## src/rtl/pdmd_pkg.sv

```systemverilog
// ----------------------------------------------------------------------------
// PD motor drive package
// Shared types, constants and the control store of the position drive.
// ----------------------------------------------------------------------------
package pdmd_pkg;

  // Angle limits in 1/256 degree, 24-bit signed.
  localparam logic signed [23:0] POS_MAX = 24'sh7FFFFF;
  localparam logic signed [23:0] POS_MIN = 24'sh800000;

  // Configuration register indexes.
  localparam logic [2:0] REG_DEG_PER_COUNT = 3'd0;
  localparam logic [2:0] REG_INVERT_DIR    = 3'd1;
  localparam logic [2:0] REG_PROP_GAIN     = 3'd2;
  localparam logic [2:0] REG_DERIV_GAIN    = 3'd3;
  localparam logic [2:0] REG_MAX_DUTY      = 3'd4;
  localparam logic [2:0] REG_DEADBAND      = 3'd5;

  localparam logic [7:0] MAX_DUTY_RESET = 8'd255;

  // Program step addresses.
  typedef logic [2:0] step_t;
  localparam step_t ST_IDLE = 3'd0;
  localparam step_t ST_MPOS = 3'd1;
  localparam step_t ST_ERR  = 3'd2;
  localparam step_t ST_MP   = 3'd3;
  localparam step_t ST_MD   = 3'd4;
  localparam step_t ST_OUT  = 3'd5;

  // Operand selection of the shared multiplier.
  typedef enum logic [1:0] {
    MUL_NONE,
    MUL_POS,
    MUL_PROP,
    MUL_DERIV
  } mul_sel_e;

  // Branch kinds of the sequencer.
  typedef enum logic [1:0] {
    BR_NEXT,
    BR_TAKE,
    BR_EMIT
  } br_e;

  // One control word.
  typedef struct packed {
    mul_sel_e mul;
    logic     err_en;
    logic     dlt_en;
    logic     acc_en;
    br_e      br;
    step_t    tgt;
  } uword_t;

  // Per-cycle control from the sequencer to the datapath.
  typedef struct packed {
    mul_sel_e mul;
    logic     err_en;
    logic     dlt_en;
    logic     acc_en;
    logic     load;
    logic     emit;
  } ctrl_t;

  // Configuration register file contents.
  typedef struct packed {
    logic [23:0] deg_per_count;
    logic        invert_direction;
    logic [15:0] prop_gain;
    logic [15:0] deriv_gain;
    logic [7:0]  max_duty;
    logic [15:0] deadband;
  } cfg_t;

  // One result item.
  typedef struct packed {
    logic [7:0] forward_duty;
    logic [7:0] reverse_duty;
    logic       in_deadband;
  } res_t;

  // Control store: the program run for every control tick.
  function automatic uword_t ucode_rom(input step_t step);
    uword_t w;
    w = '{mul: MUL_NONE, err_en: 1'b0, dlt_en: 1'b0, acc_en: 1'b0,
          br: BR_NEXT, tgt: ST_IDLE};
    unique case (step)
      ST_IDLE: begin
        w.br  = BR_TAKE;
        w.tgt = ST_MPOS;
      end
      ST_MPOS: w.mul = MUL_POS;
      ST_ERR:  w.err_en = 1'b1;
      ST_MP: begin
        w.mul    = MUL_PROP;
        w.dlt_en = 1'b1;
      end
      ST_MD: begin
        w.mul    = MUL_DERIV;
        w.acc_en = 1'b1;
      end
      ST_OUT: begin
        w.br  = BR_EMIT;
        w.tgt = ST_MPOS;
      end
      default: begin
        w.br  = BR_TAKE;
        w.tgt = ST_MPOS;
      end
    endcase
    return w;
  endfunction

endpackage

```

## src/rtl/pdmd_seq.sv

```systemverilog
// ----------------------------------------------------------------------------
// PD motor drive sequencer
// Step counter over the control store, with wait-for-input and
// wait-for-output branches; drives the datapath through one control word.
// ----------------------------------------------------------------------------
module pdmd_seq (
  input  logic           clk_i,
  input  logic           rst_ni,
  input  logic           in_valid_i,
  input  logic           out_free_i,
  output logic           in_ready_o,
  output pdmd_pkg::ctrl_t ctrl_o
);
  import pdmd_pkg::*;

  step_t  step_q, step_d;
  uword_t word;
  logic   take;

  assign word = ucode_rom(step_q);

  // A new item is taken while idle, or while the result leaves the block.
  assign in_ready_o = (word.br == BR_TAKE) || ((word.br == BR_EMIT) && out_free_i);
  assign take       = in_ready_o && in_valid_i;

  // Control word fanout.
  always_comb begin
    ctrl_o.mul    = word.mul;
    ctrl_o.err_en = word.err_en;
    ctrl_o.dlt_en = word.dlt_en;
    ctrl_o.acc_en = word.acc_en;
    ctrl_o.load   = take;
    ctrl_o.emit   = (word.br == BR_EMIT) && out_free_i;
  end

  // Next step address.
  always_comb begin
    step_d = step_q;
    unique case (word.br)
      BR_NEXT: step_d = step_q + 3'd1;
      BR_TAKE: if (in_valid_i) begin
        step_d = word.tgt;
      end
      BR_EMIT: if (out_free_i) begin
        step_d = in_valid_i ? word.tgt : ST_IDLE;
      end
      default: step_d = ST_IDLE;
    endcase
  end

  always_ff @(posedge clk_i or negedge rst_ni) begin
    if (!rst_ni) begin
      step_q <= ST_IDLE;
    end else begin
      step_q <= step_d;
    end
  end

endmodule

```

## config.mk

```make
export PLATFORM = sky130hd
export DESIGN_NAME = pdmd_seq
export DESIGN_NICKNAME = d
export VERILOG_FILES = /design/src/rtl/pdmd_pkg.sv /design/src/rtl/pdmd_seq.sv
export SDC_FILE = /design/constraint.sdc
export NUM_CORES = 1
export LEC_CHECK = 0
export ABC_AREA = 1
export BUFFER_PORTS_ARGS = -buffer_cell sky130_fd_sc_hd__buf_2
export CAP_MARGIN = 10
export CELL_PAD_IN_SITES_DETAIL_PLACEMENT = 1
export CELL_PAD_IN_SITES_GLOBAL_PLACEMENT = 1
export CORE_AREA = 2 2 39 41
export CTS_BUF_LIST = sky130_fd_sc_hd__clkbuf_4 sky130_fd_sc_hd__clkbuf_8
export DETAILED_ROUTE_END_ITERATION = 8
export DIE_AREA = 0 0 41 43
export PLACE_DENSITY_LB_ADDON = 0.08
export SLEW_MARGIN = 20
export SYNTH_ARGS = -nofsm -noshare
export SYNTH_HDL_FRONTEND = slang
export SYNTH_SLANG_ARGS = --single-unit
```

## constraint.sdc

```tcl
create_clock -name clk_i -period 2.4 [get_ports clk_i]
set_input_delay 0.24 -clock clk_i [delete_from_list [all_inputs] [get_ports clk_i]]
set_output_delay 0.24 -clock clk_i [all_outputs]
set_load 0.1 [all_outputs]
```

After elaboration in Yosys (flattened, before gate mapping)
Index checks and enable logic that the tools add are counted.
{"block": "word_totals", "output_inout_bits": 8, "register_bits": 3}
{"block": "op_classes", "n_addsub": 1, "n_reduce_logical": 6, "n_eq_ne": 9, "n_mux": 9}
{"op": "one-hot mux 5 bit (2 select lines)", "n": 1}
{"op": "2-to-1 mux 3 bit", "n": 3}
{"op": "one-hot mux 3 bit (3 select lines)", "n": 1}
{"op": "== test 3 x 2 -> 1 bit, second input constant", "n": 2}
{"op": "== test 3 bit, second input constant", "n": 2}
{"op": "one-hot mux 2 bit (3 select lines)", "n": 1}
{"op": "inequality test 2 bit, second input constant", "n": 2}
{"op": "OR reduction 4 bit", "n": 1}
{"op": "adder 3 x 1 -> 3 bit, second input constant", "n": 1}
{"op": "== test 3 x 1 -> 1 bit, second input constant", "n": 1}
{"op": "2-to-1 mux 1 bit", "n": 3}
{"op": "== test 2 x 1 -> 1 bit, second input constant", "n": 1}
{"op": "== test 2 bit, second input constant", "n": 1}
{"op": "logical AND 1 bit", "n": 2}
{"op": "zero test 2 bit", "n": 1}
{"op": "AND reduction 2 bit", "n": 1}
{"op": "logical OR 1 bit", "n": 1}

Depth between registers and ports, before layout
Gate-level depths: netlist (run 1).
{"block": "logic_depth", "ltp_word": 7, "mapped_depth": 10, "mapped_depth_nobuf": 10}

Worst setup path before layout (run 1)
Ideal clock, no wire load.
{"block": "synth_timing", "path_kind": "register to output", "startpoint": "register step_q[1]", "endpoint": "output ctrl_o[5] in the netlist's numbering", "t_required_ns": 2.160, "arrival_ns": 2.866, "n_path_buf": 0, "stages_incl_launch_ff": 5, "slack_ns": -0.706, "cell_sequence": "dfrtp_1 -> inv_1 -> ha_1 -> inv_1 -> o21ai_0"}
{"item": "from (decl)", "line": "pdmd_seq.sv:16", "text": "step_t step_q, step_d;"}
{"item": "from (signal assigned)", "line": "pdmd_seq.sv:55", "text": "step_q <= step_d;"}
{"item": "to (decl)", "line": "pdmd_seq.sv:12", "text": "output pdmd_pkg::ctrl_t ctrl_o"}

==> results by group, run 1 <==
Die
  – Starting Density: 0.253
  – Number of cell rows: 14
  – Die Width: roughly 40 um
  – Die area: roughly 1800 um2
  – Core outline area: between 1000 and 1500 um2
  – Num ports: 12
  – Die height: between 40 and 50 um

Clock tree
  – Clock transition at the registers of the reported paths: 40 ps
  – Number of buffers on the longest clock path: 2
  – CTS tree: done
  – Post CTS Setup Buffer Count: 0
  – Skew-Pair Late Insertion Delay: about 230 ps
  – Clock Tree Root: clkbuf_4
  – CTS Buf Count: 3
  – Cts repair resizes: 0
  – CTS sink cnt: 3
  – CTS H-tree depth: 1

Placement
  – GPL Wtd Cong: 0.667
  – Detailed Place HPWL: 730 um
  – Port bufs: 11

Cells and area
  – Layout area overhead: 31.4%
  – Final #Nets: between 70 and 80
  – Finished Core Util: 0.333
  – Number of flip-flops in the largest register: 3
  – Inserted Diodes: 0
  – Reg with most FFs: step_q
  – Share of post-route cells with drive strength above 1: 0.382
  – Regs by FF count: step_q x3

Synthesis
  – Syn Nets: 62
  – Mapped Avg Cell Area: approximately 6.6 um2
  – #FFs+latches synth: 3
  – Synthesis Warnings: 0
  – Seq/Total Area, Yosys: 0.214
  – Yosys cell types: 17
  – Post-Synthesis Cell Area: between 300 and 400 um2
  – Synth Instances: 53

Worst setup path
  – Worst endpoint required time: between 2000 and 2500 ps
  – Cells along the critical path: inv_1, ha_1, nand2_1, nand2_1, nand2_2, nand2_1, nor3_2, buf_2
  – Setup CP Type: register to primary output
  – Max incr delay on CP: ~440 ps
  – Crit start category: register
  – Crit-path leading delay family: buffers and inverters
  – Crit path DAT: around 1900 ps
  – Crit path max fanout: 4
  – CP bufs+invs: 2
  – CP Capture Type: primary output
  – Worst path slowest cell: buf_2
  – Top cell by count, worst path: nand2_1
  – Levels on crit path: 8
  – Worst R2R Path Depth: 9

Drt
  – DRC: 0
  – Via count: ~360
  – Router iterations before antenna repair: 1
  – Vias/cell: between 4 and 5
  – Total Routed Length: 852 um
  – Routed WL per cell: 10.1 um
  – Initial drt markers: 0
  – Routed Antenna Nets: 0

Timing
  – Endpoints failing setup: 0
  – Max transition margin: 0.679
  – Fmax: roughly 0.47 GHz
  – Fin. Hold Viols: 0
  – Clock skew: between 0.4 and 0.5 ps
  – Max Slew Vio Count: 0
  – Min cycle time layout: approximately 2100 ps
  – Least-Margin Pin Slew: slightly below 500 ps
  – Fin crit share: 0.893
  – RSZ-0062 raised after global routing: false
  – TNS Setup: 0 ps

Global route
  – First-pass GRT wire length: ~1400 um
  – Vias in the first global route: approximately 340
  – GR Util All Layers: 0.120
  – Initial antenna violation count: 0
  – Final global-route overflow total: 0
  – Largest net degree at the start of global routing: 7

Worst hold path
  – Worst min path class: input pin to async pin

Job
  – Max Cap Viol: 0

Status
  – Outcome: finished clean
cells in the final DEF, fill, tap and decap left out:
cell / netlist / final
nand4_1: 1 / 1
clkbuf_4: 0 / 4
nor2_1: 3 / 2
dlygate4sd3_1: 0 / 1
nand3_2: 1 / 1
nand2_1: 14 / 14
nand2_2: 2 / 2
buf_2: 0 / 11
inv_1: 10 / 10
ha_1: 5 / 5
nand3_1: 2 / 2
inv_2: 2 / 2
nor2_2: 2 / 3
o21ai_1: 2 / 3
or2_2: 1 / 1
o21ai_0: 2 / 1
dfrtp_1: 3 / 3
nor3_2: 1 / 1
o21ai_2: 1 / 1
final cells by class:
class | count | area [um2]
Sequential cell | 3 | 75.1
Clock buffer | 4 | 30.0
Fill cell | 192 | 923
Timing Repair Buffer | 12 | 65.1
Tap cell | 16 | 20.0
Multi-Input combinational cell | 37 | 225
Inverter | 12 | 45.0
metrics by stage:
step                cell area, um2  setup WS [ps]  hold slack [ps]  instances
finish                         460            257              332         84
global placement               420            514             38.0         79
floorplan                      353           51.4            -55.6         53
CTS                            460            254              324         84
detailed placement             420            507             40.2         79
global route                   460            113              346         84
cell usage after synthesis:
| master | count | area share |
|---|---|---|
| nand2_1 | 14 | 0.15 |
| inv_1 | 10 | 0.11 |
| ha_1 | 5 | 0.18 |
| dfrtp_1 | 3 | 0.21 |
| nor2_1 | 3 | 0.032 |
| inv_2 | 2 | 0.021 |
| nand2_2 | 2 | 0.036 |
| nand3_1 | 2 | 0.029 |
| nor2_2 | 2 | 0.036 |
| o21ai_0 | 2 | 0.029 |
| o21ai_1 | 2 | 0.029 |
| buf_4 | 1 | 0.021 |
| nand3_2 | 1 | 0.029 |
| nand4_1 | 1 | 0.018 |
| nor3_2 | 1 | 0.029 |
| o21ai_2 | 1 | 0.025 |
| or2_2 | 1 | 0.018 |
worst reg2reg max path, stage by stage (launching register included):
cell and delay (ps):
dfrtp_1 390, inv_1 110, ha_1 250, nand2_2 130, inv_2 80, nor2_1 40
nor2_2 110, nand3_2 100, nand2_1 80, nand2_1 40
per-layer routing:
metal	track usage	vias to the layer above	part of all wire
li1	-	190	-
met4	0.0800	0	0
met2	0.188	8	0.52
met5	0	-	0
met3	0.0157	0	0.050
met1	0.143	166	0.43
kinds of logic after synthesis:
logic type / after synthesis / share of synthesized area
and+or+nand+nor: 27 / 0.375
AOI/OAI and AO/OA: 5 / 0.0821
buffers and inverters: 13 / 0.150
DFF: 3 / 0.214
adders and majority gates: 5 / 0.179
worst paths after layout:
check                                            from                     to  slack, ps
min in group clk_i                         in_valid_i  step_q[0]$_DFFE_PN0P_        470
worst min-delay path                           rst_ni  step_q[0]$_DFFE_PN0P_        330
worst max register to register  step_q[1]$_DFFE_PN0P_  step_q[0]$_DFFE_PN0P_        970
max in group asynchronous                      rst_ni  step_q[2]$_DFFE_PN0P_       1960
worst min register to register  step_q[1]$_DFFE_PN0P_  step_q[1]$_DFFE_PN0P_        620
worst max-delay path            step_q[0]$_DFFE_PN0P_              ctrl_o[1]        260
timing repair:
action	4_1_cts	5_1_grt
hold endpoints to repair	3	0
hold buffers	1	0
setup endpoints to repair	0	0
Power of run 1 is not shown: default switching activity piles up to over one toggle a cycle in this logic, so the estimate is an artifact.
==> run 2: changes to the inputs <==
CORE_AREA = 3 3 40 42   (was 2 2 39 41)
DIE_AREA = 0 0 43 45   (was 0 0 41 43)
GPL_TIMING_DRIVEN = 0   (was default)
==> results by group, run 2 (synthesized netlist as in run 1, its figures left out) <==
Die
  – Core outline area: around 1300 um2
  – Die height: about 45 um
  – Num ports: 12
  – Die area: between 1500 and 2000 um2
  – Die Width: between 40 and 50 um
  – Starting Density: 0.273
  – Number of cell rows: 13

Clock tree
  – CTS Buf Count: 3
  – Skew-Pair Late Insertion Delay: about 240 ps
  – Clock transition at the registers of the reported paths: around 40 ps
  – CTS tree: done
  – CTS H-tree depth: 1
  – Number of buffers on the longest clock path: 2
  – Clock Tree Root: clkbuf_4
  – CTS sink cnt: 3

Cells and area
  – Final Non-Filler Cells: 84
  – Share of post-route cells with drive strength above 1: 0.391
  – FILL cells: between 150 and 200
  – Regs by FF count: step_q x3
  – Most common cell after layout, fill and taps aside: nand2_1
  – Reg with most FFs: step_q
  – Inserted Diodes: 0
  – Final #Nets: 79
  – Number of flip-flops in the largest register: 3
  – Commonest non-fill, non-tap cells in the layout: nand2_1 (14), inv_1 (10), buf_2 (10)
  – Layout area overhead: 33.9%

Global route
  – Initial antenna violation count: 0
  – First-pass GRT wire length: 1320 um
  – GR Util All Layers: 0.0984
  – Largest net degree at the start of global routing: 7
  – Vias in the first global route: 309
  – Final global-route overflow total: 0

Drt
  – Routed WL per cell: about 10 um
  – Routed Antenna Nets: 0
  – Initial drt markers: 4
  – DRC: 0
  – Router iterations before antenna repair: 3
  – Total Routed Length: 838 um
  – Vias/cell: 4.46
  – Via count: approximately 380

Timing
  – Fin. Hold Viols: 0
  – Fin crit share: 0.905
  – Fmax: 0.461 GHz
  – TNS Setup: 0 ps
  – Least-Margin Pin Slew: 488 ps
  – Min cycle time layout: ~2200 ps
  – Max Slew Vio Count: 0
  – Clock skew: 4.89 ps
  – RSZ-0062 raised after global routing: false
  – Endpoints failing setup: 0
  – Max transition margin: 0.677
  – Final WS setup: 229 ps

Worst setup path
  – Setup CP Type: register to primary output
  – Crit start category: register
  – Worst R2R Path Depth: 8
  – Crit path max fanout: 4
  – Worst endpoint required time: 2160 ps
  – CP Capture Type: primary output
  – Crit path DAT: 1930 ps

Status
  – Outcome: finished clean

Worst hold path
  – Worst min path class: input pin to async pin

Placement
  – GPL Wtd Cong: approximately 0.69
  – Detailed Place HPWL: 721 um
  – Dpl cells: between 70 and 80
  – Port bufs: 11
  – Place WS: 384 ps

Job
  – Max Cap Viol: 0
==> run 2: cell count changes in the layout (fill, tap and decap cells not counted) <==
cell      delta
buf_2        -1
buf_4        +1
clkbuf_4     +1
==> run 2: final timing paths <==
check	from	end	slack, ps
max in group asynchronous	rst_ni	step_q[0]$_DFFE_PN0P_	1960
max	step_q[0]$_DFFE_PN0P_	ctrl_o[1]	230
max reg2reg	step_q[0]$_DFFE_PN0P_	step_q[2]$_DFFE_PN0P_	980
min	rst_ni	step_q[2]$_DFFE_PN0P_	330
min reg2reg	step_q[0]$_DFFE_PN0P_	step_q[0]$_DFFE_PN0P_	600
min in group clk_i	in_valid_i	step_q[0]$_DFFE_PN0P_	450
==> run 2: worst max-delay path, cell delays in order, from the launching register on <==
cell	delay [ps]
dfrtp_1	390
inv_1	100
ha_1	220
nand2_1	110
nand2_1	80
nand2_2	100
nand2_1	130
nor3_2	130
buf_4	120
clkbuf_4	310
==> run 2: area by class of cell <==
cell class / instances / area, um2 / share of cell area
Clock buffer: 4 / 30.0 / 0.0640
Buffer: 1 / 7.51 / 0.0160
Tap cell: 15 / 18.8 / 0.0400
Timing Repair Buffer: 12 / 67.6 / 0.144
Inverter: 12 / 45.0 / 0.0960
Multi-Input combinational cell: 37 / 225 / 0.480
Sequential cell: 3 / 75.1 / 0.160
==> run 2: stage by stage <==
step	utilization	instance area (um2)	hold slack, ps
finish	0.365	469	325
global route	0.365	469	332
detailed placement	0.332	427	41.2
CTS	0.363	467	320
floorplan	-	353	-55.6
global placement	0.332	427	36.4
==> run 2: routing by layer <==
layer  vias up  track usage  share of wire
li1        192            -              -
met1       170        0.109           0.44
met2        11        0.153           0.47
met3         2       0.0518          0.086
met4         0       0.0542         0.0060
met5         -            0              0
==> run 2: what timing repair did <==
item,in CTS,in global routing
hold endpoints to repair,3,0
setup buffers,0,0
hold buffers,1,0
gates resized for setup,0,1
setup endpoints to repair,0,1
Power of run 2 is left out for the same reason.
