[src/rtl/pdmd_pkg.sv]
// ----------------------------------------------------------------------------
// PD motor drive package
// Shared types, constants and the control store of the position drive.
// ----------------------------------------------------------------------------
package pdmd_pkg;

  // Angle limits in 1/256 degree, 24-bit signed.
  localparam logic signed [23:0] POS_MAX = 24'sh7FFFFF;
  localparam logic signed [23:0] POS_MIN = 24'sh800000;

  // Configuration register indexes.
  localparam logic [2:0] REG_DEG_PER_COUNT = 3'd0;
  localparam logic [2:0] REG_INVERT_DIR    = 3'd1;
  localparam logic [2:0] REG_PROP_GAIN     = 3'd2;
  localparam logic [2:0] REG_DERIV_GAIN    = 3'd3;
  localparam logic [2:0] REG_MAX_DUTY      = 3'd4;
  localparam logic [2:0] REG_DEADBAND      = 3'd5;

  localparam logic [7:0] MAX_DUTY_RESET = 8'd255;

  // Program step addresses.
  typedef logic [2:0] step_t;
  localparam step_t ST_IDLE = 3'd0;
  localparam step_t ST_MPOS = 3'd1;
  localparam step_t ST_ERR  = 3'd2;
  localparam step_t ST_MP   = 3'd3;
  localparam step_t ST_MD   = 3'd4;
  localparam step_t ST_OUT  = 3'd5;

  // Operand selection of the shared multiplier.
  typedef enum logic [1:0] {
    MUL_NONE,
    MUL_POS,
    MUL_PROP,
    MUL_DERIV
  } mul_sel_e;

  // Branch kinds of the sequencer.
  typedef enum logic [1:0] {
    BR_NEXT,
    BR_TAKE,
    BR_EMIT
  } br_e;

  // One control word.
  typedef struct packed {
    mul_sel_e mul;
    logic     err_en;
    logic     dlt_en;
    logic     acc_en;
    br_e      br;
    step_t    tgt;
  } uword_t;

  // Per-cycle control from the sequencer to the datapath.
  typedef struct packed {
    mul_sel_e mul;
    logic     err_en;
    logic     dlt_en;
    logic     acc_en;
    logic     load;
    logic     emit;
  } ctrl_t;

  // Configuration register file contents.
  typedef struct packed {
    logic [23:0] deg_per_count;
    logic        invert_direction;
    logic [15:0] prop_gain;
    logic [15:0] deriv_gain;
    logic [7:0]  max_duty;
    logic [15:0] deadband;
  } cfg_t;

  // One result item.
  typedef struct packed {
    logic [7:0] forward_duty;
    logic [7:0] reverse_duty;
    logic       in_deadband;
  } res_t;

  // Control store: the program run for every control tick.
  function automatic uword_t ucode_rom(input step_t step);
    uword_t w;
    w = '{mul: MUL_NONE, err_en: 1'b0, dlt_en: 1'b0, acc_en: 1'b0,
          br: BR_NEXT, tgt: ST_IDLE};
    unique case (step)
      ST_IDLE: begin
        w.br  = BR_TAKE;
        w.tgt = ST_MPOS;
      end
      ST_MPOS: w.mul = MUL_POS;
      ST_ERR:  w.err_en = 1'b1;
      ST_MP: begin
        w.mul    = MUL_PROP;
        w.dlt_en = 1'b1;
      end
      ST_MD: begin
        w.mul    = MUL_DERIV;
        w.acc_en = 1'b1;
      end
      ST_OUT: begin
        w.br  = BR_EMIT;
        w.tgt = ST_MPOS;
      end
      default: begin
        w.br  = BR_TAKE;
        w.tgt = ST_MPOS;
      end
    endcase
    return w;
  endfunction

endpackage

[src/rtl/pdmd_dpath.sv]
// ----------------------------------------------------------------------------
// PD motor drive datapath
// Input registers, one shared multiplier, error and delta registers,
// accumulator and the clamp/deadband output logic.
// ----------------------------------------------------------------------------
module pdmd_dpath (
  input  logic                  clk_i,
  input  logic                  rst_ni,
  input  pdmd_pkg::ctrl_t       ctrl_i,
  input  pdmd_pkg::cfg_t        cfg_i,
  input  logic signed [23:0]    target_angle_i,
  input  logic signed [31:0]    encoder_count_i,
  output pdmd_pkg::res_t        res_o
);
  import pdmd_pkg::*;

  logic signed [23:0] target_q;
  logic signed [31:0] count_q;
  logic signed [57:0] prod_q;
  logic signed [42:0] acc_q;
  logic signed [23:0] err_q, err_d;
  logic signed [23:0] last_q;
  logic signed [24:0] delta_q;

  logic        [31:0] cmag;
  logic signed [32:0] mul_a;
  logic signed [24:0] mul_b;
  logic signed [57:0] mul_p;

  logic        [47:0] pmag;
  logic               pneg;
  logic signed [23:0] pos;
  logic signed [24:0] diff;

  logic signed [42:0] sum;
  logic        [42:0] smag;
  logic        [26:0] shifted;
  logic        [7:0]  mag;
  logic        [23:0] emag;
  logic               indb;

  // Magnitude of the encoder count; the sign is applied after scaling.
  assign cmag = count_q[31] ? (~count_q + 32'd1) : count_q;

  // Shared multiplier operand selection.
  always_comb begin
    mul_a = '0;
    mul_b = '0;
    unique case (ctrl_i.mul)
      MUL_POS: begin
        mul_a = {1'b0, cmag};
        mul_b = {1'b0, cfg_i.deg_per_count};
      end
      MUL_PROP: begin
        mul_a = {17'd0, cfg_i.prop_gain};
        mul_b = {err_q[23], err_q};
      end
      MUL_DERIV: begin
        mul_a = {17'd0, cfg_i.deriv_gain};
        mul_b = delta_q;
      end
      default: begin
        mul_a = '0;
        mul_b = '0;
      end
    endcase
  end

  assign mul_p = mul_a * mul_b;

  // Scaled position, saturated, then the saturated error against the target.
  always_comb begin
    pmag = prod_q[55:8];
    pneg = count_q[31] ^ cfg_i.invert_direction;
    if (pneg) begin
      pos = (pmag > 48'd8388608) ? POS_MIN : (~pmag[23:0] + 24'd1);
    end else begin
      pos = (pmag > 48'd8388607) ? POS_MAX : pmag[23:0];
    end
    diff = {target_q[23], target_q} - {pos[23], pos};
    if (diff[24] != diff[23]) begin
      err_d = diff[24] ? POS_MIN : POS_MAX;
    end else begin
      err_d = diff[23:0];
    end
  end

  // Drive sum, clamp and deadband.
  always_comb begin
    sum     = acc_q + prod_q[42:0];
    smag    = sum[42] ? (~sum + 43'd1) : sum;
    shifted = smag[42:16];
    mag     = (shifted > {19'd0, cfg_i.max_duty}) ? cfg_i.max_duty : shifted[7:0];
    emag    = err_q[23] ? (~err_q + 24'd1) : err_q;
    indb    = emag < {8'd0, cfg_i.deadband};
    res_o.in_deadband  = indb;
    res_o.forward_duty = (indb || sum[42]) ? 8'd0 : mag;
    res_o.reverse_duty = (indb || !sum[42]) ? 8'd0 : mag;
  end

  // Payload registers.
  always_ff @(posedge clk_i) begin
    if (ctrl_i.load) begin
      target_q <= target_angle_i;
      count_q  <= encoder_count_i;
    end
    if (ctrl_i.mul != MUL_NONE) begin
      prod_q <= mul_p;
    end
    if (ctrl_i.err_en) begin
      err_q <= err_d;
    end
    if (ctrl_i.dlt_en) begin
      delta_q <= {err_q[23], err_q} - {last_q[23], last_q};
    end
    if (ctrl_i.acc_en) begin
      acc_q <= prod_q[42:0];
    end
  end

  // Previous error is architectural state and resets to zero.
  always_ff @(posedge clk_i or negedge rst_ni) begin
    if (!rst_ni) begin
      last_q <= '0;
    end else if (ctrl_i.dlt_en) begin
      last_q <= err_q;
    end
  end

endmodule

[config.mk]
export PLATFORM = sky130hd
export DESIGN_NAME = pdmd_dpath
export DESIGN_NICKNAME = d
export VERILOG_FILES = /design/src/rtl/pdmd_pkg.sv /design/src/rtl/pdmd_dpath.sv
export SDC_FILE = /design/constraint.sdc
export NUM_CORES = 2
export LEC_CHECK = 0
export ABC_AREA = 1
export BUFFER_PORTS_ARGS = -buffer_cell sky130_fd_sc_hd__clkbuf_2
export CAP_MARGIN = 20
export CORE_AREA = 2 2 263 265
export DETAILED_ROUTE_END_ITERATION = 16
export DIE_AREA = 0 0 265 267
export PLACE_DENSITY = 0.82
export SLEW_MARGIN = 10
export SYNTH_ARGS = -nofsm -noshare
export SYNTH_HDL_FRONTEND = slang
export SYNTH_SLANG_ARGS = --single-unit
[constraint.sdc]
create_clock -name clk_i -period 10.2 [get_ports clk_i]
set_clock_uncertainty 0.15 [all_clocks]
set_input_delay 0.51 -clock clk_i [delete_from_list [all_inputs] [get_ports clk_i]]
set_output_delay 0.51 -clock clk_i [all_outputs]
set_load 0.05 [all_outputs]
# After elaboration in Yosys (flattened, before gate mapping)
# Index checks and enable logic that the tools add are counted.
word_totals:
  mem_bits_ro: 0
  input_bits: 146
  ff_bits: 228
  latchBits: 0
  ramBits: 0
  memories: 0
classes:
  div_mod_pow: 0
  n_lt_le_gt_ge: 4
  n_shift: 0
  eq_ne: 4
  add_sub_neg: 7
  muxes: 13
  n_mul: 1
  n_bitwise: 5
  reduce_logical: 4
ops:
  columns: ["operator", "count"]
  rows:
  - ["24-bit two-way mux", 6]
  - ["32-bit one-hot mux with 3 select lines", 1]
  - ["25-bit one-hot mux with 3 select lines", 1]
  - ["33-bit by 25-bit multiplier with 56-bit output", 1]
  - ["24-bit by 24-bit subtractor with 25-bit output", 2]
  - ["24-bit by 1-bit adder with 24-bit output, second input constant", 2]
  - ["48-bit by 23-bit greater-than comparator with 1-bit output, second input constant", 1]
  - ["48-bit by 24-bit greater-than comparator with 1-bit output, second input constant", 1]
  - ["24-bit NOT", 2]
  - ["43-bit by 1-bit adder with 43-bit output, second input constant", 1]
  - ["43-bit adder", 1]
  - ["43-bit two-way mux", 1]
  - ["43-bit NOT", 1]
  - ["32-bit by 1-bit adder with 32-bit output, second input constant", 1]
  - ["32-bit two-way mux", 1]
  - ["32-bit NOT", 1]
  - ["27-bit by 8-bit greater-than comparator with 1-bit output", 1]
  - ["24-bit by 16-bit less-than comparator with 1-bit output", 1]
  - ["8-bit two-way mux", 3]
  - ["2-bit equality test, second input constant", 2]
  - ["2-bit by 1-bit equality test with 1-bit output, second input constant", 1]
  - ["1-bit logical OR", 2]
  - ["2-bit nonzero test", 1]
  - ["1-bit zero test", 1]
  - ["other kinds (2)", 2]

# Depth between registers and ports, before layout
logic_depth:
  word_depth: 7
  depth_mapped: 46
  depth_no_buf: 45

# Worst setup path after synthesis
# OpenSTA, ideal clock, no wires.
synth_timing:
  path_kind: "register to register"
  start: "register count_q[1]"
  end: "register prod_q[42] (data pin)"
  synth_period_minus_slack_ns: 8.434
  required_ns: 9.785
  t_arrival_ns: 8.019
  path_slack_ns: 1.766
  stages_incl_launch_ff: 42
  cell_sequence: "edfxtp_1 -> inv_1 -> ha_1 -> inv_1 -> nor3_2 -> nand2_2 -> nor3_2 -> inv_2 -> nor2_4 -> inv_2 -> nor2_2 -> inv_2 -> nor3_2 -> nand3_2 -> o31ai_4 -> or2_2 -> nand3_1 -> inv_1 -> (+6 left out) -> fa_1 -> fa_1 -> inv_1 -> fa_1 -> fa_1 -> inv_1 -> fa_1 -> inv_1 -> ha_1 -> nand2_1 -> nor2_1 -> nand2_1 -> nor4_1 -> a21oi_1 -> o31ai_1 -> a21boi_0 -> o21ai_0 -> xor2_1"
synth_via:
  elab_chain_cells: 5
synth_lines:
  columns: ["item", "line", "rtl"]
  rows:
  - ["start: declaration", "pdmd_dpath.sv:18", "logic signed [31:0] count_q;"]
  - ["start signal: assignment", "pdmd_dpath.sv:105", "count_q <= encoder_count_i;"]
  - ["32-bit NOT", "pdmd_dpath.sv:43", "assign cmag = count_q[31] ? (~count_q + 32'd1) : count_q;"]
  - ["32-bit by 1-bit adder with 32-bit output", "pdmd_dpath.sv:43", null]
  - ["32-bit two-way mux *", "pdmd_dpath.sv:43", null]
  - ["32-bit one-hot mux with 3 select lines *", "pdmd_dpath.sv:49", "unique case (ctrl_i.mul)"]
  - ["33-bit by 25-bit multiplier with 56-bit output *", "pdmd_dpath.sv:69", "assign mul_p = mul_a * mul_b;"]
  - ["via mul_p[42]", "pdmd_dpath.sv:28", "logic signed [57:0] mul_p;"]
  - ["end signal: assignment", "pdmd_dpath.sv:108", "prod_q <= mul_p;"]
  - ["end: declaration", "pdmd_dpath.sv:19", "logic signed [57:0] prod_q;"]
# The timed path passes the listed nets; every way through them passes the cells marked *.
# A chain may end at the register's enable or synchronous reset.

# Worst setup path in the final report
layout_timing:
  start: "register count_q[1]"
  end: "register prod_q[55] (data pin)"
# Same word-level chain as after synthesis.

==> parameters.txt <==
Parameter                              Value

Run status
  Result of the run ... finished clean

Worst setup path
  Maximum fanout along the worst path ... 16
  Required arrival time at the worst endpoint ... slightly above 10 ns
  Crit-path max cell delay ... 0.67 ns
  Crit path DAT ... 9.83 ns
  Most repeated library cell on the critical path ... sky130_fd_sc_hd__inv_1
  Class of the most critical setup path ... reg2reg
  Kind of end point of the critical path ... register
  Worst Setup Start Kind ... register
  Cell with the largest stage delay on the worst path ... sky130_fd_sc_hd__o311ai_0

Logic synthesis
  Top area cells in the synthesized netlist ... sky130_fd_sc_hd__fa_1 32%, sky130_fd_sc_hd__edfxtp_1 14%, sky130_fd_sc_hd__inv_1 11%
  YS warnings ... 0
  Flops & latches, synth ... 228
  Post-synthesis cell count ... 5589
  Yosys top cell area share ... a little under a third
  Number of distinct library cells after synthesis ... 61
  Number of enable flip-flop cells after synthesis ... 204
  Biggest area consumer among synthesized cells ... sky130_fd_sc_hd__fa_1
  Net count of the mapped netlist ... 6754
  Post-Syn Area ... 0.0437 sq mm
  Share of synthesized flip-flops with an asynchronous set or reset ... approximately a tenth
  Most used flip-flop cell after synthesis ... sky130_fd_sc_hd__edfxtp_1
  Mean instance size in the synthesized netlist ... 7.82 sq um
  Sequential area share after synthesis ... approximately 15%

Finish
  Flip-flop and latch area ... 0.00673 sq mm
  Final net count ... 6990
  Multi-input combinational cell area ... around 0.031 sq mm
  Filler Cell Count ... roughly 5400
  Share of post-route cells with drive strength above 1 ... 7.86%
  Post-Layout Cell Count ... a little under 7000
  Growth of design area from synthesis to finish ... 8.65%

Floorplan
  I/O Pins ... 163
  Width of the die ... 265 um
  Starting Density ... roughly 64%
  Number of standard-cell rows in the floorplan ... 96
  Die span in y ... 267 um
  Die area ... 0.0708 sq mm
  Placeable core region ... 0.0680 sq mm

Detailed routing
  Number of nets with antenna violations after routing ... 0
  Via count ... between 30000 and 40000
  Remaining DRCs ... 0
  Drt via density ... roughly 5.8
  Routed len/inst ... approximately 21 um
  Drt first pass iters ... 6
  Wirelength, routed ... around 140 mm
  Initial drt markers ... 3913

Place
  Cells after DPL ... roughly 6600
  Final RePlAce weighted congestion ... 1.03
  Estimated wirelength of the detail-placed design ... 114 mm
  Port-buffer cells ... about 160

Global routing
  Total GRT Usage ... 40.1%
  Number of antenna violations at the first check in global routing ... 3
  Overall overflow remaining after global route ... 0
  Largest net degree at the start of global routing ... 74
  Via count of the first global-routing pass ... between 30000 and 40000
  Wire length of the first global-routing pass ... 215 mm

Clock tree
  Clock latency on the worst-skew pair ... 0.55 ns
  Number of H-tree levels ... 1
  Clock net sink count ... 228
  Setup Fix Bufs, Post-CTS ... 0
  Post-CTS clock slew at the launch and capture registers of the worst setup and hold paths ... 0.07 ns
  Max Root-Sink Buffers ... 3
  Number of buffers inserted during clock tree synthesis ... 24
  CTS tree ... done
  Clk Tree Root Cell ... sky130_fd_sc_hd__clkbuf_16

STA
  Unrepaired setup endpoints after global routing ... false
  Fin crit period ... between 9 and 10 ns
  Slew HR ... 6.34%
  Hold Fails Final Rpt ... 0
  Final setup vio count ... 0
  Fmax ... a little over 100 MHz
  Final-layout setup total negative slack ... 0 ns
  Number of slew-limit violations in the final report ... 0
  Worst Tran Pin Value ... 1.40 ns
  Period utilization ... 95.0%

Worst hold path
  Worst Hold Class ... in2reg

Job
  Number of violations of the max-capacitance limit ... 0
stage by stage:
stage | worst slack [ns] | util [%] | hold slack [ns] | instance area (sq um)
5_1_grt | 0.0594 | 69.8 | 0.00653 | 47500
3_5_place_dp | 0.463 | 67.8 | 0.297 | 46100
6_report | 0.509 | 69.8 | 0.0173 | 47500
3_3_place_gp | 0.600 | 67.8 | 0.299 | 46100
4_1_cts | 0.739 | 69.7 | 0.0000225 | 47400
2_1_floorplan | 1.77 | - | 0.0644 | 43700
final cells by class:
cell class | count | area share [%]
diodes | 4 | 0.0211
clock buffers | 34 | 1.39
clock inverters | 9 | 0.182
inverters | 1367 | 10.8
multi-input cells | 3845 | 65.9
flip-flops and latches | 228 | 14.2
well taps | 882 | 2.32
repair buffers | 359 | 5.22
routing by layer:
metal / share of wire (%) / routed length [um] / GRT usage (%) / vias up
li1: - / - / - / 17393
met1: 35 / 49000 / 47.7 / 18547
met3: 12 / 16600 / 11.2 / 606
met5: 0.018 / 25 / 0 / -
met2: 45 / 62600 / 64.0 / 2287
met4: 8.4 / 11800 / 26.1 / 4
logic make-up after synthesis:
| family | share of synthesized area, % |
|---|---|
| buffers and inverters | 13.2 |
| DFF | 15.4 |
| xor gates and xnor gates | 3.11 |
| adders and majority gates | 41.0 |
| AOI/OAI and AO/OA | 6.72 |
| and+or+nand+nor | 20.6 |
layout by cell type, fill, tap and decap left out, types with 40 or more instances in the layout:
| cell type | instances |
|---|---|
| sky130_fd_sc_hd__buf_4 | 139 |
| sky130_fd_sc_hd__inv_1 | 1335 |
| sky130_fd_sc_hd__o21ai_0 | 138 |
| sky130_fd_sc_hd__dlygate4sd3_1 | 55 |
| sky130_fd_sc_hd__nand2_1 | 1178 |
| sky130_fd_sc_hd__edfxtp_1 | 204 |
| sky130_fd_sc_hd__a21oi_1 | 178 |
| sky130_fd_sc_hd__clkbuf_2 | 161 |
| sky130_fd_sc_hd__xor2_1 | 101 |
| sky130_fd_sc_hd__ha_1 | 329 |
| sky130_fd_sc_hd__xnor2_1 | 51 |
| sky130_fd_sc_hd__nor2_1 | 613 |
| sky130_fd_sc_hd__nand3_1 | 193 |
| sky130_fd_sc_hd__fa_1 | 690 |
| sky130_fd_sc_hd__nand4_1 | 40 |
synth_stat cells, types with 13 or more instances:
cell type                  number
sky130_fd_sc_hd__a21oi_1      183
sky130_fd_sc_hd__a221oi_1      13
sky130_fd_sc_hd__a22o_1        17
sky130_fd_sc_hd__a31oi_1       28
sky130_fd_sc_hd__clkbuf_1     123
sky130_fd_sc_hd__dfrtp_1       24
sky130_fd_sc_hd__edfxtp_1     204
sky130_fd_sc_hd__fa_1         690
sky130_fd_sc_hd__ha_1         329
sky130_fd_sc_hd__inv_1       1336
sky130_fd_sc_hd__inv_2         18
sky130_fd_sc_hd__nand2_1     1178
sky130_fd_sc_hd__nand2_2       31
sky130_fd_sc_hd__nand3_1      193
sky130_fd_sc_hd__nand3_2       13
sky130_fd_sc_hd__nand4_1       40
sky130_fd_sc_hd__nor2_1       616
sky130_fd_sc_hd__nor2_2        21
sky130_fd_sc_hd__nor3_1        27
sky130_fd_sc_hd__nor4_1        22
sky130_fd_sc_hd__o21ai_0      138
sky130_fd_sc_hd__o21bai_1      28
sky130_fd_sc_hd__o221ai_1      14
sky130_fd_sc_hd__xnor2_1       51
sky130_fd_sc_hd__xor2_1       101
what timing repair did:
item	CTS	global route
endpoints found under the setup margin	0	1
hold buffers	54	1
gates resized for setup	0	1
hold endpoints to repair	77	1
flip-flops by register name, summed over array words and instances (netlist names):
name,count
acc_q,43
last_q,24
count_q,32
prod_q,56
delta_q,25
err_q,24
target_q,24
path summary, 6_finish.rpt:
check | from | to | slack, ns | depth (start not counted)
min reg2reg | prod_q[7] | acc_q[7] | 0.31 | 0
min in group asynchronous | rst_ni | last_q[5] | 0.38 | 2
max | count_q[1] | prod_q[55] | 0.51 | 39
min | target_angle_i[23] | target_q[23] | 0.02 | 1
max reg2reg | count_q[1] | prod_q[55] | 0.51 | 39
max in group asynchronous | rst_ni | last_q[19] | 9.08 | 2
worst max-delay path, delay by kind of cell (launching register included):
| family | cells | cell delay [ns] |
|---|---|---|
| DFF | 1 | 0.42 |
| and+or+nand+nor | 12 | 1.76 |
| xor gates and xnor gates | 1 | 0.11 |
| AOI/OAI and AO/OA | 5 | 1.47 |
| buffers and inverters | 12 | 1.16 |
| adders and majority gates | 9 | 4.33 |
Power is left out: the tool's default activity adds up to more than one toggle a clock period on the data nets, which glitch-free logic cannot reach.
